===== config.mk =====
export PLATFORM = sky130hd
export DESIGN_NAME = pdri_ctrl
export DESIGN_NICKNAME = d
export VERILOG_FILES = /design/src/hdl/pdri_pkg.sv /design/src/hdl/pdri_ctrl.sv
export SDC_FILE = /design/constraint.sdc
export NUM_CORES = 1
export LEC_CHECK = 0
export BUFFER_PORTS_ARGS = -buffer_cell sky130_fd_sc_hd__buf_4
export CAP_MARGIN = 20
export CELL_PAD_IN_SITES_DETAIL_PLACEMENT = 2
export CELL_PAD_IN_SITES_GLOBAL_PLACEMENT = 2
export CORE_AREA = 3 3 52 54
export DETAILED_ROUTE_END_ITERATION = 6
export DIE_AREA = 0 0 55 57
export HOLD_SLACK_MARGIN = 0.02
export PLACE_DENSITY_LB_ADDON = 0.1
export SKIP_CTS_REPAIR_TIMING = 1
export SYNTH_ARGS = -nofsm -noshare
export SYNTH_HDL_FRONTEND = slang
export SYNTH_SLANG_ARGS = --single-unit

===== constraint.sdc =====
create_clock -name clk -period 1.8 [get_ports clk]
set_input_delay 0.18 -clock clk [delete_from_list [all_inputs] [get_ports clk]]
set_output_delay 0.18 -clock clk [all_outputs]
set_load 0.01 [all_outputs]

===== src/hdl/pdri_pkg.sv =====
// ----------------------------------------------------------------------------
// Pose dead-reckoning integrator package
// Shared types, constants and small functions for the pose integrator.
// ----------------------------------------------------------------------------
package pdri_pkg;

    localparam int DATA_W      = 32;
    localparam int FRAC_W      = 16;
    localparam int STEP_W      = 16;
    localparam int TRIG_FRAC_W = 30;
    localparam int CFG_INDEX_W = 1;
    localparam int CFG_DATA_W  = 16;
    localparam int ATAN_IDX_W  = 5;

    // Configuration register indexes.
    localparam logic [CFG_INDEX_W-1:0] CFG_HOLONOMIC = 1'd0;
    localparam logic [CFG_INDEX_W-1:0] CFG_STEP_TIME = 1'd1;

    localparam logic [STEP_W-1:0] STEP_TIME_RESET = 16'd655;

    // Item kinds.
    localparam logic KIND_LOAD = 1'b1;

    // Quadrant codes of the angle in turns.
    localparam logic [1:0] QUAD_1 = 2'd1;
    localparam logic [1:0] QUAD_2 = 2'd2;
    localparam logic [1:0] QUAD_3 = 2'd3;

    // Start value of the rotation vector, which cancels the CORDIC gain (Q2.30).
    localparam logic signed [DATA_W-1:0] CORDIC_X0 = 32'sd652032874;

    // Angle reduction. The whole-degree part is biased by 183 full circles so
    // that it is never negative, then reduced by a reciprocal multiply.
    localparam logic [17:0] WRAP_BIAS     = 18'd65880;
    localparam logic [18:0] RECIP_360     = 19'd372828;
    localparam logic [8:0]  DEG_FULL      = 9'd360;
    localparam logic [25:0] RECIP_45      = 26'd47721859;
    localparam logic [5:0]  DIV_45        = 6'd45;
    localparam logic [19:0] RECIP_45_FRAC = 20'd745655;

    localparam logic signed [39:0] SAT_HI = 40'sd2147483647;
    localparam logic signed [39:0] SAT_LO = -40'sd2147483648;

    typedef struct packed {
        logic                     kind;
        logic signed [DATA_W-1:0] linear_speed;
        logic signed [DATA_W-1:0] angular_speed;
        logic signed [DATA_W-1:0] direction_offset;
        logic signed [DATA_W-1:0] new_x;
        logic signed [DATA_W-1:0] new_y;
        logic signed [DATA_W-1:0] new_heading;
    } pdri_item_t;

    typedef struct packed {
        logic signed [DATA_W-1:0] pose_x;
        logic signed [DATA_W-1:0] pose_y;
        logic signed [DATA_W-1:0] pose_heading;
    } pdri_pose_t;

    typedef enum logic [3:0] {
        ST_IDLE,
        ST_MUL_HEAD,
        ST_HEAD_UPD,
        ST_ANG_RED,
        ST_ANG_REM,
        ST_ANG_DIV,
        ST_ANG_MOD,
        ST_ANG_TURN,
        ST_CORDIC,
        ST_MUL_X,
        ST_MUL_Y,
        ST_Y_UPD,
        ST_DONE
    } pdri_state_t;

    typedef enum logic [3:0] {
        OP_NONE,
        OP_MUL_HEAD,
        OP_HEAD_UPD,
        OP_ANG_RED,
        OP_ANG_REM,
        OP_ANG_DIV,
        OP_ANG_MOD,
        OP_ANG_TURN,
        OP_CORDIC,
        OP_MUL_X,
        OP_MUL_Y,
        OP_Y_UPD
    } pdri_op_t;

    typedef struct packed {
        logic                  capture;
        logic                  load_pose;
        logic                  out_load;
        pdri_op_t              op;
        logic [ATAN_IDX_W-1:0] iter;
    } pdri_cmd_t;

    // Arctangent of 2^-i in 2^-32 turns.
    function automatic logic signed [DATA_W-1:0] atan_turns(input logic [ATAN_IDX_W-1:0] idx);
        logic signed [DATA_W-1:0] val;
        case (idx)
            5'd0:    val = 32'sd536870912;
            5'd1:    val = 32'sd316933406;
            5'd2:    val = 32'sd167458907;
            5'd3:    val = 32'sd85004756;
            5'd4:    val = 32'sd42667331;
            5'd5:    val = 32'sd21354465;
            5'd6:    val = 32'sd10679838;
            5'd7:    val = 32'sd5340245;
            5'd8:    val = 32'sd2670163;
            5'd9:    val = 32'sd1335087;
            5'd10:   val = 32'sd667544;
            5'd11:   val = 32'sd333772;
            5'd12:   val = 32'sd166886;
            5'd13:   val = 32'sd83443;
            5'd14:   val = 32'sd41722;
            5'd15:   val = 32'sd20861;
            5'd16:   val = 32'sd10430;
            5'd17:   val = 32'sd5215;
            5'd18:   val = 32'sd2608;
            5'd19:   val = 32'sd1304;
            5'd20:   val = 32'sd652;
            5'd21:   val = 32'sd326;
            5'd22:   val = 32'sd163;
            5'd23:   val = 32'sd81;
            5'd24:   val = 32'sd41;
            5'd25:   val = 32'sd20;
            5'd26:   val = 32'sd10;
            5'd27:   val = 32'sd5;
            5'd28:   val = 32'sd3;
            5'd29:   val = 32'sd1;
            5'd30:   val = 32'sd1;
            default: val = 32'sd0;
        endcase
        return val;
    endfunction

    function automatic logic signed [DATA_W-1:0] sat32(input logic signed [39:0] v);
        logic signed [DATA_W-1:0] res;
        if (v > SAT_HI)
        begin
            res = SAT_HI[DATA_W-1:0];
        end
        else if (v < SAT_LO)
        begin
            res = SAT_LO[DATA_W-1:0];
        end
        else
        begin
            res = v[DATA_W-1:0];
        end
        return res;
    endfunction

endpackage


===== src/hdl/pdri_ctrl.sv =====
// ----------------------------------------------------------------------------
// Pose integrator controller
// Sequences one item through the datapath and owns the result valid flag.
// ----------------------------------------------------------------------------
module pdri_ctrl #(
    parameter int CORDIC_STEPS = 16
) (
    input  logic                   clk,
    input  logic                   rst_n,
    input  logic                   item_valid,
    input  logic                   item_kind,
    output logic                   item_stall,
    output logic                   pose_valid,
    input  logic                   pose_stall,
    output pdri_pkg::pdri_cmd_t    cmd
);

    localparam int CNT_W = (CORDIC_STEPS > 1) ? $clog2(CORDIC_STEPS) : 1;
    localparam int IDX_W = pdri_pkg::ATAN_IDX_W;

    pdri_pkg::pdri_state_t state_reg, state_next;
    logic [CNT_W-1:0]      cnt_reg, cnt_next;
    logic                  pose_valid_reg, pose_valid_next;
    logic                  accept;
    logic                  cnt_last;
    logic                  out_free;

    assign accept   = item_valid && !item_stall;
    assign cnt_last = (cnt_reg == CNT_W'(CORDIC_STEPS - 1));
    assign out_free = !pose_valid_reg || !pose_stall;

    // Next state.
    always_comb
    begin
        state_next = state_reg;
        cnt_next   = cnt_reg;
        case (state_reg)
            pdri_pkg::ST_IDLE:
            begin
                if (accept)
                begin
                    if (item_kind == pdri_pkg::KIND_LOAD)
                    begin
                        state_next = pdri_pkg::ST_DONE;
                    end
                    else
                    begin
                        state_next = pdri_pkg::ST_MUL_HEAD;
                    end
                end
            end
            pdri_pkg::ST_MUL_HEAD: state_next = pdri_pkg::ST_HEAD_UPD;
            pdri_pkg::ST_HEAD_UPD: state_next = pdri_pkg::ST_ANG_RED;
            pdri_pkg::ST_ANG_RED:  state_next = pdri_pkg::ST_ANG_REM;
            pdri_pkg::ST_ANG_REM:  state_next = pdri_pkg::ST_ANG_DIV;
            pdri_pkg::ST_ANG_DIV:  state_next = pdri_pkg::ST_ANG_MOD;
            pdri_pkg::ST_ANG_MOD:  state_next = pdri_pkg::ST_ANG_TURN;
            pdri_pkg::ST_ANG_TURN:
            begin
                state_next = pdri_pkg::ST_CORDIC;
                cnt_next   = '0;
            end
            pdri_pkg::ST_CORDIC:
            begin
                cnt_next = cnt_reg + 1'b1;
                if (cnt_last)
                begin
                    state_next = pdri_pkg::ST_MUL_X;
                end
            end
            pdri_pkg::ST_MUL_X: state_next = pdri_pkg::ST_MUL_Y;
            pdri_pkg::ST_MUL_Y: state_next = pdri_pkg::ST_Y_UPD;
            pdri_pkg::ST_Y_UPD: state_next = pdri_pkg::ST_DONE;
            pdri_pkg::ST_DONE:
            begin
                if (out_free)
                begin
                    state_next = pdri_pkg::ST_IDLE;
                end
            end
            default: state_next = pdri_pkg::ST_IDLE;
        endcase
    end

    // Outputs and datapath commands.
    always_comb
    begin
        item_stall    = (state_reg != pdri_pkg::ST_IDLE);
        cmd.capture   = accept;
        cmd.load_pose = accept && (item_kind == pdri_pkg::KIND_LOAD);
        cmd.out_load  = (state_reg == pdri_pkg::ST_DONE) && out_free;
        cmd.iter      = IDX_W'(cnt_reg);
        case (state_reg)
            pdri_pkg::ST_MUL_HEAD: cmd.op = pdri_pkg::OP_MUL_HEAD;
            pdri_pkg::ST_HEAD_UPD: cmd.op = pdri_pkg::OP_HEAD_UPD;
            pdri_pkg::ST_ANG_RED:  cmd.op = pdri_pkg::OP_ANG_RED;
            pdri_pkg::ST_ANG_REM:  cmd.op = pdri_pkg::OP_ANG_REM;
            pdri_pkg::ST_ANG_DIV:  cmd.op = pdri_pkg::OP_ANG_DIV;
            pdri_pkg::ST_ANG_MOD:  cmd.op = pdri_pkg::OP_ANG_MOD;
            pdri_pkg::ST_ANG_TURN: cmd.op = pdri_pkg::OP_ANG_TURN;
            pdri_pkg::ST_CORDIC:   cmd.op = pdri_pkg::OP_CORDIC;
            pdri_pkg::ST_MUL_X:    cmd.op = pdri_pkg::OP_MUL_X;
            pdri_pkg::ST_MUL_Y:    cmd.op = pdri_pkg::OP_MUL_Y;
            pdri_pkg::ST_Y_UPD:    cmd.op = pdri_pkg::OP_Y_UPD;
            default:               cmd.op = pdri_pkg::OP_NONE;
        endcase
    end

    // The result register is refilled only once the previous item has been taken.
    always_comb
    begin
        if (cmd.out_load)
        begin
            pose_valid_next = 1'b1;
        end
        else if (!pose_stall)
        begin
            pose_valid_next = 1'b0;
        end
        else
        begin
            pose_valid_next = pose_valid_reg;
        end
    end

    always_ff @(posedge clk or negedge rst_n)
    begin
        if (!rst_n)
        begin
            state_reg      <= pdri_pkg::ST_IDLE;
            cnt_reg        <= '0;
            pose_valid_reg <= 1'b0;
        end
        else
        begin
            state_reg      <= state_next;
            cnt_reg        <= cnt_next;
            pose_valid_reg <= pose_valid_next;
        end
    end

    assign pose_valid = pose_valid_reg;

    ap_load_skips_math: assert property (@(posedge clk) disable iff (!rst_n)
        accept && (item_kind == pdri_pkg::KIND_LOAD) |=> state_reg == pdri_pkg::ST_DONE)
        else $error("load item did not go straight to the result stage");

    ap_cordic_start: assert property (@(posedge clk) disable iff (!rst_n)
        state_reg == pdri_pkg::ST_ANG_TURN |=>
            state_reg == pdri_pkg::ST_CORDIC && cnt_reg == '0)
        else $error("CORDIC did not start from its first rotation");

    ap_cordic_count: assert property (@(posedge clk) disable iff (!rst_n)
        state_reg == pdri_pkg::ST_CORDIC && !cnt_last |=>
            state_reg == pdri_pkg::ST_CORDIC && cnt_reg == CNT_W'($past(cnt_reg) + 1'b1))
        else $error("CORDIC rotation count skipped or stopped early");

    ap_result_source: assert property (@(posedge clk) disable iff (!rst_n)
        $rose(pose_valid_reg) |-> $past(state_reg == pdri_pkg::ST_DONE))
        else $error("result became valid outside the result stage");

endmodule

## Word level (Yosys, flattened, before mapping)

Memory sizes are Yosys's and may differ from the RTL's.
Cells that the tools add are included.

| storage, ports and cells | value |
|---|---|
| logic and storage cells | 41 |
| memories kept | 1 |
| memory bits (read-only) | 64 |
| output and inout bits | 14 |
| input bits | 5 |
| memory bits (writable) | 0 |
| latch bits | 0 |
| register bits | 9 |

Memories:

| memory | words | bits a word | rd ports | clocked after memory_dff | write ports | RTL line | RTL |
|---|---|---|---|---|---|---|---|
| (no name shown) | 16 | 4 | 1 | 0 | 0 | pdri_ctrl.sv:93 | `case (state_reg)` |

| cells by class | value |
|---|---|
| reduce and logical (&&, ||, !) cells | 11 |
| divide/modulo/power cells | 0 |
| multipliers | 0 |
| mux-type cells | 8 |
| bitwise logic cells | 0 |
| add/subtract/negate cells | 1 |
| eq/ne operators | 17 |
| shift-type cells | 0 |
| order comparisons | 0 |

Operators with widths:

| operator | number |
|---|---|
| one-hot mux 4 bit (13 select lines) | 1 |
| == test 4 bit (second input constant) | 6 |
| == test 4 x 3 -> 1 bit (second input constant) | 4 |
| 2-to-1 mux 4 bit | 4 |
| == test 4 x 2 -> 1 bit (second input constant) | 2 |
| one-hot mux 4 bit (2 select lines) | 1 |
| inequality test 2 bit (second input constant) | 3 |
| adder 4 x 1 -> 4 bit (second input constant) | 1 |
| == test 4 x 1 -> 1 bit (second input constant) | 1 |
| zero test 4 bit | 1 |
| nonzero test 4 bit | 1 |
| logical AND 1 bit | 3 |
| zero test 1 bit | 3 |
| AND reduction 3 bit | 1 |
| 2-to-1 mux 1 bit | 2 |
| inequality test 2 x 1 -> 1 bit (second input constant) | 1 |
| nonzero test 2 bit | 1 |
| logical OR 1 bit | 1 |

## Depth between registers and ports, before layout

| depth | value |
|---|---|
| depth after elaboration | 5 |
| gate-level depth with buffers | 5 |
| gate-level depth less buffers | 4 |

## Worst setup path after synthesis

Ideal clock, no wire load.

| timing | value |
|---|---|
| kind | register -> register |
| start point | register state_reg[0] |
| end point | register state_reg[0] |
| slack | 441 ps |
| period minus slack after synthesis | 1359 ps |
| cell stages (with the launch flop) | 5 |
| buffers on the path | 1 |
| required time | 1670 ps |
| library setup time | 130 ps |
| arrival time | 1229 ps |
| cell sequence | dfrtp_1 -> buf_2 -> or4b_1 -> o22ai_2 -> nor4b_1 |

| on the way | value |
|---|---|
| longest elaborated chain between the ends | 5 |
| elaborated cells on any way between the ends | 21 |
| those cells by class | eq/ne (15); mux (1); reduce/logical (5) |

RTL lines:

| what | RTL line | RTL |
|---|---|---|
| start: declaration | pdri_ctrl.sv:21 | `pdri_pkg::pdri_state_t state_reg, state_next;` |
| start signal: assignment | pdri_ctrl.sv:130 | `state_reg <= pdri_pkg::ST_IDLE;` |
| start signal: assignment | pdri_ctrl.sv:136 | `state_reg <= state_next;` |
| nonzero test 4 bit | pdri_ctrl.sv:88 | `item_stall = (state_reg != pdri_pkg::ST_IDLE);` |
| zero test 1 bit | pdri_ctrl.sv:28 | `assign accept = item_valid && !item_stall;` |
| logical AND 1 bit | pdri_ctrl.sv:28 |  |
| inequality test 2 bit (no line) | - |  |
| AND reduction 3 bit (no line) | - |  |

Several ways; a longest one is shown, not always the timed one.
A chain may end at the register's enable or synchronous reset.

==> flow_summary.ini <==
[run]
cap_violations = 0

[yosys]
yosysWarnings = 0
synth_nets = 74
netlist_instances = 68
synth-edff-count = 0
mappedNetlistArea_um2 = 627
ys.flop_type = dfrtp_1
ys_async_sr_fraction_pct = 100
synth_seq_cells = 9
synth_seq_area_share_pct = 35.9
ys_types = 39
avgSynthCellArea_um2 = 9.22

[min_path]
hold_path_class = input pin to flop
hold_depth = 3
hold_start = pose_stall
holdPathEnd = pose_valid

[routing]
ant_nets = 0
firstDrtPassIters = 2
wl_um = 1710
routed_via_density = 4.94
vias = 558
drc = 0
drt-initial-drc-count = 7
wl_per_cell_um = 15.2

[die]
die_area_mm2 = 0.00314
core_mm2 = 0.00225
die_y_um = 57
pin_count = 19
fp.dieW_um = 55
start_util_pct = 27.8
fp-row-count = 17

[critical_path]
end_kind = primary output
r2r-start = state_reg[0]
rrSetupSlack_ns = 0.29
slowest_delay_ns = 0.51
cp.arrival_ns = 1.48
cp.buffers_inverters = 1
cp-startpoint = state_reg[0]
path_max_fanout = 9
crit_family = flip-flops
rr_worst_depth = 3
cp_num_cells = 3
cp_slowest_cell = dfrtp_1
path_class = flop to primary output
r2r_end = cnt_reg[1]
cp_cell_sequence = or3_1 -> a21oi_1 -> buf_4
worst_setup_path_start_kind = flop
crit_required_ns = 1.62

[clock_network]
clk_path_buf_depth = 2
clkSlewWorstSetupHoldPaths_ns = 0.06
insertion_delay_ns = 0.26
cts_htree_levels = 1
cts_buffers = 3
cts_tree = yes
clockRootBuffer = clkbuf_4
clock_sinks = 9

[power]
p_leak_uw = 0.000367
ir_worst_vdd_mv = 0.741
finalPower_uw = 1280
pwr_density_cell_mw_per_mm2 = 1590

[global_routing]
global_route.usage.met3_pct = 5.48
grt_first_pass_wirelength_um = 2820
overflow = 0
use_met1_pct = 16.9
first_global_vias = 590
track_usage_pct = 12.3
busiest_layer = met2
met2_usage_pct = 17.9
grt_max_degree = 13
antenna_found_initial = 0

[sta]
setup_violations = 0
finalHoldViolations = 0
rsz0062_at_grt = no
clock_skew_ns = 0.00163
fin_crit_ns = 1.66
setup-tns-final_ns = 0
slew_violations = 0
fin_ws_ns = 0.139
max_freq_mhz = 602
timing.final.crit_share_pct = 92.3

[outcome]
outcome = complete, no violations

[placement]
placed_cells_incl_taps = 108
globalplace.congestion = 0.686
port_buffers = 17
dp_slack_ns = 0.204
dp_hpwl_um = 1320
placed_cell_area_um2 = 756

[finish]
area_growth_syn_to_layout_pct = 29.1
seqCellArea_um2 = 228
fillers = 273
diodes = 0
drive_gt1_share_pct = 36.5
multi_input_area_um2 = 353
fin_cells = 113
fin_area_um2 = 810
nets = 92
[cells by family (layout without fill, tap and decap cells)]
family | after synthesis | in the layout | synth area share (%)
xor gates and xnor gates | 1 | 1 | 1.40
and+or+nand+nor | 28 | 28 | 29.9
adders and majority gates | 1 | 1 | 2.00
other | 1 | 1 | 0.598
AOI/OAI and AO/OA | 18 | 18 | 20.0
buffers and inverters | 10 | 27 | 10.2
DFF | 9 | 9 | 35.9
[layout by cell type, fill, tap and decap left out, types with 2 or more instances in the layout]
| cell type | n |
|---|---|
| a311oi_1 | 2 |
| nor4b_1 | 2 |
| nor2_1 | 2 |
| a21oi_1 | 6 |
| nand2_1 | 4 |
| a21boi_0 | 3 |
| and2_1 | 2 |
| dfrtp_2 | 2 |
| and3_1 | 3 |
| buf_4 | 20 |
| nor2b_1 | 2 |
| clkbuf_4 | 3 |
| dfrtp_1 | 7 |
[power by group]
part           total, uW  internal [uW]  leakage, uW  switching [uW]
sequential           458            275     0.000115             184
clock                151           85.1    0.0000150            66.1
combinational        674            357     0.000237             317
[worst max-delay path by stage]
| stage | slack [ns] | end |
|---|---|---|
| floorplan | 0.44 | state_reg[0] |
| global placement | 0.22 | cmd[10] |
| detailed placement | 0.20 | cmd[10] |
| CTS | -0.09 | cmd[10] |
| global route | 0.02 | cmd[9] |
| finish | 0.14 | cmd[9] |
[tightest hold or removal path, stage by stage]
cell and delay, ns:
buf_4 0.09, nand2_1 0.06, nand2_1 0.05
[through the flow]
stage | hold WS [ns] | util [%]
2_1_floorplan | -0.116 | -
3_3_place_gp | 0.0113 | 33.5
3_5_place_dp | 0.0138 | 33.5
4_1_cts | -0.272 | 34.7
5_1_grt | 0.188 | 35.9
6_report | 0.160 | 35.9
[cell type report]
| cell class | count | share of cell area [%] |
|---|---|---|
| flip-flops and latches | 9 | 28.1 |
| well taps | 28 | 4.33 |
| multi-input cells | 49 | 43.6 |
| repair buffers | 21 | 19.8 |
| clock buffers | 4 | 3.25 |
| inverters | 2 | 0.927 |
[per-layer routing]
| metal | vias up | part of all wire (%) |
|---|---|---|
| li1 | 279 | - |
| met1 | 266 | 49 |
| met2 | 13 | 47 |
| met3 | 0 | 4.4 |
| met4 | 0 | 0 |
| met5 | - | 0 |
[synthesized netlist by cell type (all sizes together) (2+ instances only)]
master,number,area share [%]
buf,7,7.8
a21boi,3,3.6
and3,3,3.0
inv,2,1.2
a311oi,2,2.8
nor4b,2,2.8
nor2b,2,2.0
and2,3,3.2
nor3b,2,3.2
nor2,2,1.2
nand2,5,4.2
o22ai,2,3.0
a21oi,6,4.8
dfrtp,9,36
No activity file was read; power rests on OpenSTA's default activity.
